==> src/hw/rtl/rtc_pkg.sv <==
`timescale 1ns / 1ps
// ----------------------------------------------------------------------------
// rtc_pkg: shared types and helpers of the rectangle clip unit
// Payload structs, configuration record, register indexes and saturation.
// ----------------------------------------------------------------------------
package rtc_pkg;

	localparam int FRAC_BITS_DEF = 16;
	localparam int IDX_W         = 4;
	localparam int QUEUE_DEPTH   = 4;

	typedef enum logic [IDX_W-1:0] {
		REG_ORIGIN_X    = 4'd0,
		REG_ORIGIN_Y    = 4'd1,
		REG_SCALE_X     = 4'd2,
		REG_SCALE_Y     = 4'd3,
		REG_CLIP_LEFT   = 4'd4,
		REG_CLIP_TOP    = 4'd5,
		REG_CLIP_RIGHT  = 4'd6,
		REG_CLIP_BOTTOM = 4'd7
	} reg_idx_t;

	typedef struct packed {
		logic signed [31:0] left_in;
		logic signed [31:0] top_in;
		logic signed [31:0] right_in;
		logic signed [31:0] bottom_in;
		logic signed [31:0] tex_s_start_in;
		logic signed [31:0] tex_t_start_in;
		logic signed [31:0] tex_s_end_in;
		logic signed [31:0] tex_t_end_in;
	} in_t;

	typedef struct packed {
		logic signed [31:0] left_out;
		logic signed [31:0] top_out;
		logic signed [31:0] right_out;
		logic signed [31:0] bottom_out;
		logic signed [31:0] tex_s_start_out;
		logic signed [31:0] tex_t_start_out;
		logic signed [31:0] tex_s_end_out;
		logic signed [31:0] tex_t_end_out;
		logic               visible;
	} out_t;

	typedef struct packed {
		logic signed [31:0] c1;
		logic signed [31:0] c2;
		logic signed [31:0] u1;
		logic signed [31:0] u2;
	} lane_t;

	typedef struct packed {
		lane_t x;
		lane_t y;
	} item_t;

	typedef struct packed {
		logic signed [31:0] origin_x;
		logic signed [31:0] origin_y;
		logic        [30:0] scale_x;
		logic        [30:0] scale_y;
		logic signed [31:0] clip_left;
		logic signed [31:0] clip_top;
		logic signed [31:0] clip_right;
		logic signed [31:0] clip_bottom;
	} cfg_t;

	function automatic logic signed [31:0] sat32(input logic signed [64:0] v);
		logic signed [31:0] r;
		if (v > 65'sd2147483647)
			r = 32'sh7fffffff;
		else if (v < -65'sd2147483648)
			r = 32'sh80000000;
		else
			r = v[31:0];
		return r;
	endfunction

endpackage

==> src/hw/rtl/rtc_queue.sv <==
`timescale 1ns / 1ps
// ----------------------------------------------------------------------------
// rtc_queue: short item queue
// Decouples the transform front end from the clip back end.
// ----------------------------------------------------------------------------
module rtc_queue #(
	parameter int DEPTH = rtc_pkg::QUEUE_DEPTH
) (
	input  logic           clk,
	input  logic           arst_n,
	input  logic           push_valid,
	output logic           push_ready,
	input  rtc_pkg::item_t push_item,
	output logic           pop_valid,
	input  logic           pop_ready,
	output rtc_pkg::item_t pop_item,
	output logic           full
);
	import rtc_pkg::*;

	localparam int PW = (DEPTH > 1) ? $clog2(DEPTH) : 1;
	localparam int CW = $clog2(DEPTH + 1);

	item_t         mem_q [DEPTH];
	logic [PW-1:0] wr_q;
	logic [PW-1:0] rd_q;
	logic [CW-1:0] cnt_q;
	logic          push;
	logic          pop;

	assign full       = (cnt_q == CW'(DEPTH));
	assign push_ready = !full;
	assign pop_valid  = (cnt_q != '0);
	assign pop_item   = mem_q[rd_q];
	assign push       = push_valid && !full;
	assign pop        = pop_valid && pop_ready;

	always_ff @(posedge clk or negedge arst_n) begin
		if (!arst_n) begin
			wr_q  <= '0;
			rd_q  <= '0;
			cnt_q <= '0;
		end else begin
			if (push)
				wr_q <= (wr_q == PW'(DEPTH - 1)) ? '0 : wr_q + 1'b1;
			if (pop)
				rd_q <= (rd_q == PW'(DEPTH - 1)) ? '0 : rd_q + 1'b1;
			if (push && !pop)
				cnt_q <= cnt_q + 1'b1;
			else if (pop && !push)
				cnt_q <= cnt_q - 1'b1;
		end
	end

	always_ff @(posedge clk) begin
		if (push)
			mem_q[wr_q] <= push_item;
	end

endmodule

==> config.mk <==
export PLATFORM = sky130hd
export DESIGN_NAME = rtc_queue
export DESIGN_NICKNAME = d
export VERILOG_FILES = /design/src/hw/rtl/rtc_pkg.sv /design/src/hw/rtl/rtc_queue.sv
export SDC_FILE = /design/constraint.sdc
export NUM_CORES = 1
export LEC_CHECK = 0
export ABC_CLOCK_PERIOD_IN_PS = 4400
export BUFFER_PORTS_ARGS = -buffer_cell sky130_fd_sc_hd__buf_4
export CAP_MARGIN = 10
export CORE_MARGIN = 2
export CORE_UTILIZATION = 25
export DETAILED_ROUTE_END_ITERATION = 10
export SYNTH_ARGS = -nofsm -noshare
export SYNTH_HDL_FRONTEND = slang
export SYNTH_SLANG_ARGS = --single-unit
export TNS_END_PERCENT = 30
==> constraint.sdc <==
create_clock -name clk -period 4.4 [get_ports clk]
set_clock_uncertainty 0.15 [all_clocks]
set_input_delay 1.32 -clock clk [delete_from_list [all_inputs] [get_ports clk]]
set_output_delay 1.32 -clock clk [all_outputs]
set_load 0.005 [all_outputs]
==> impl_metrics.py <==
metrics = {
    "route": {
        "drc_errors": 0,
        "wl_um": 84700,
        "ant_nets": 0,
        "vias_per_cell": 4.16,
        "dr.first_iter.drc_count": 844,
        "vias": 16862,
        "drt_first_pass_iters": 5,
        "avgRoutedWirePerCell_um": 20.9,
    },
    "worst_setup_path": {
        "crit_slowest_cell": "dfrtp_4",
        "crit_arrival_ps": 2690,
        "path_buf_inv": 3,
        "cp_data_required_time_ps": 2930,
        "critPathLaunch": "rd_q[0]",
        "cp_max_fo": 28,
        "crit_chain": "buf_12, buf_4, mux4_2, buf_4",
        "slowest_delay_ps": 580,
        "r2r-start": "cnt_q[2]",
        "crit_cells": 4,
        "crit_path_start_kind": "register",
        "cp_top_family": "buffers and inverters",
        "worstSetupPathType": "reg2out",
        "r2r_cells": 3,
        "cp-end-kind": "output port",
        "r2r_slack_ps": 1910,
        "rr_endpoint": "mem_q[3][129]",
        "cpMostUsedCell": "buf_4",
    },
    "job": {
        "drv_cap": 0,
    },
    "placement": {
        "io_buffers": 518,
        "gp_congestion": 0.765,
        "place_ws_ps": 924,
        "dp.final_hpwl_um": 57100,
    },
    "finish": {
        "multi_input_comb_area_um2": 6040,
        "nets": 2292,
        "area_growth_pct": 27.8,
        "fillers": 13951,
        "layout-drive-gt1-share_pct": 48.5,
        "regArea_um2": 30900,
    },
    "clocking": {
        "cts_root_buf": "clkbuf_16",
        "post_cts_buffers": 0,
        "hold_buffers": 0,
        "path_clk_slew_ps": 60,
        "cts_tree": "built",
        "clock_latency_ps": 690,
        "clkSinkCount": 1031,
        "htreeDepth": 3,
        "numCtsBuffers": 105,
        "clock_path_buffers": 3,
        "postCtsResizedCells": 0,
    },
    "floorplanning": {
        "die_x_um": 391,
        "initial_core_util_pct": 25.2,
        "rows": 141,
        "ios": 519,
        "die-area_um2": 153000,
        "coreArea_um2": 148000,
        "dieHeight_um": 391,
    },
    "global_route": {
        "grt-ovfl-total": 0,
        "grt_antenna_before_repair": 18,
        "grt_max_degree": 85,
        "first_global_vias": 18560,
        "track_usage_pct": 10.9,
        "grt_first_pass_wirelength_um": 123000,
    },
    "sta": {
        "min_period_ps": 4160,
        "layout_worst_path_cycle_share_pct": 94.5,
        "holdWs_ps": 281,
        "hold_viol": 0,
        "relSlewSlack_pct": 50.7,
        "finalSetupViolations": 0,
        "setup_tns_ps": 0,
        "tightestPinTransition_ps": 739,
        "rsz0062_at_grt": "false",
        "setup_slack_ps": 241,
        "slew_violations": 0,
        "max_freq_mhz": 240,
    },
    "logic_synthesis": {
        "avgSynthCellArea_um2": 27.2,
        "ys_seq_area_share_pct": 82.7,
        "async_flop_share_pct": 0.679,
        "synth_edf_count": 1024,
        "ys_warn_count": 0,
        "ys_types": 20,
        "synth_nets": 1643,
        "synth-main-ff-cell": "edfxtp_1",
        "mappedNetlistArea_um2": 37400,
        "synthCells": 1376,
        "ys_seq_elements": 1031,
    },
    "outcome": {
        "outcome": "completed",
    },
    "power_and_ir_drop": {
        "p_leak_uw": 0.0160,
        "power_per_cell_area_nw_per_um2": 673,
        "vdd_ir_drop_max_uv": 422,
    },
    "min_path": {
        "hp-class": "in2async",
    },
}
[power by group]
part | leakage, uW | total (uW) | switching, uW | internal, uW
Sequential | 0.00946 | 13400 | 461 | 12900
Combinational | 0.00479 | 9880 | 4740 | 5140
Clock | 0.00171 | 8880 | 3660 | 5220
[worst register-to-register path, delay by kind of cell (launching register included)]
family	cells	cell delay, ps
buffers and inverters	1	390
and+or+nand+nor	2	890
DFF	1	400
[cell families (layout without fill, tap and decap cells)]
logic type | count (synthesis) | in the layout | synth area share, %
flip-flops | 1031 | 1031 | 82.7
buffers and inverters | 63 | 802 | 1.23
multiplexers | 261 | 261 | 15.6
AND/OR/NAND/NOR | 11 | 11 | 0.187
XOR/XNOR | 3 | 3 | 0.0703
other | 0 | 5 | 0
adder cells (fa/ha/maj) | 7 | 7 | 0.254
[metrics by stage]
| step | power (uW) | cell area [um^2] | cells | utilization [%] |
|---|---|---|---|---|
| 2_1_floorplan | 18700 | 37400 | 1376 | - |
| 3_3_place_gp | 23500 | 44300 | 3848 | 29.9 |
| 3_5_place_dp | 23800 | 44300 | 3848 | 29.9 |
| 4_1_cts | 32800 | 47800 | 4045 | 32.3 |
| 5_1_grt | 33700 | 47800 | 4050 | 32.3 |
| 6_report | 32200 | 47800 | 4050 | 32.3 |
[layout make-up]
| class | instances | area share, % |
|---|---|---|
| multi-input cells | 282 | 12.6 |
| clock buffers | 125 | 5.74 |
| diodes | 5 | 0.0262 |
| clock inverters | 72 | 1.55 |
| flip-flops and latches | 1031 | 64.7 |
| well taps | 1930 | 5.05 |
| inverters | 4 | 0.0314 |
| repair buffers | 601 | 10.3 |
[worst max-delay path by stage]
stage	slack, ps	end
5_1_grt	50	pop_item[173]
2_1_floorplan	-630	mem_q[1][0]
3_3_place_gp	950	pop_item[163]
4_1_cts	100	pop_item[165]
3_5_place_dp	920	pop_item[165]
6_report	240	pop_item[165]
[cells in the mapped netlist, types with 3 or more instances]
cell type  instances  share of area (%)
buf_2             28               0.37
clkbuf_1           5              0.050
ha_1               6               0.20
mux2_2             3              0.090
dfrtp_1            7               0.47
buf_6             24               0.72
mux4_2           256                 15
nor2_1             3              0.030
edfxtp_1        1024                 82
inv_1              4              0.040
and3_2             4              0.080
[metal layers]
metal,part of all wire (%),wire [um],vias up,GRT usage [%]
met5,0.18,154,-,0
met4,2.5,2080,22,3.72
met3,8.9,7510,140,4.49
met2,51,43500,508,18.5
met1,37,31500,8872,12.3
li1,-,-,7320,-
[sequential cells by signal (all words and copies together) (netlist names)]
register	cells
cnt_q	3
rd_q	2
mem_q	1024
wr_q	2
[cell usage in the layout (no fill, tap or decap), drive strengths merged]
cell type / netlist / layout
edfxtp: 1024 / 1024
buf: 54 / 601
mux4: 256 / 256
clkbuf: 5 / 125
clkinv: 0 / 53
bufinv: 0 / 13
dfrtp: 7 / 7
inv: 4 / 7
ha: 6 / 6
diode: 0 / 5
mux2: 5 / 5
and3: 4 / 4
nor2: 3 / 3
clkinvlp: 0 / 3
xor2: 2 / 2
or3b: 1 / 1
and2: 1 / 1
or3: 1 / 1
nand2: 1 / 1
xnor2: 1 / 1
fa: 1 / 1
Power figures use the tool's default switching activity.
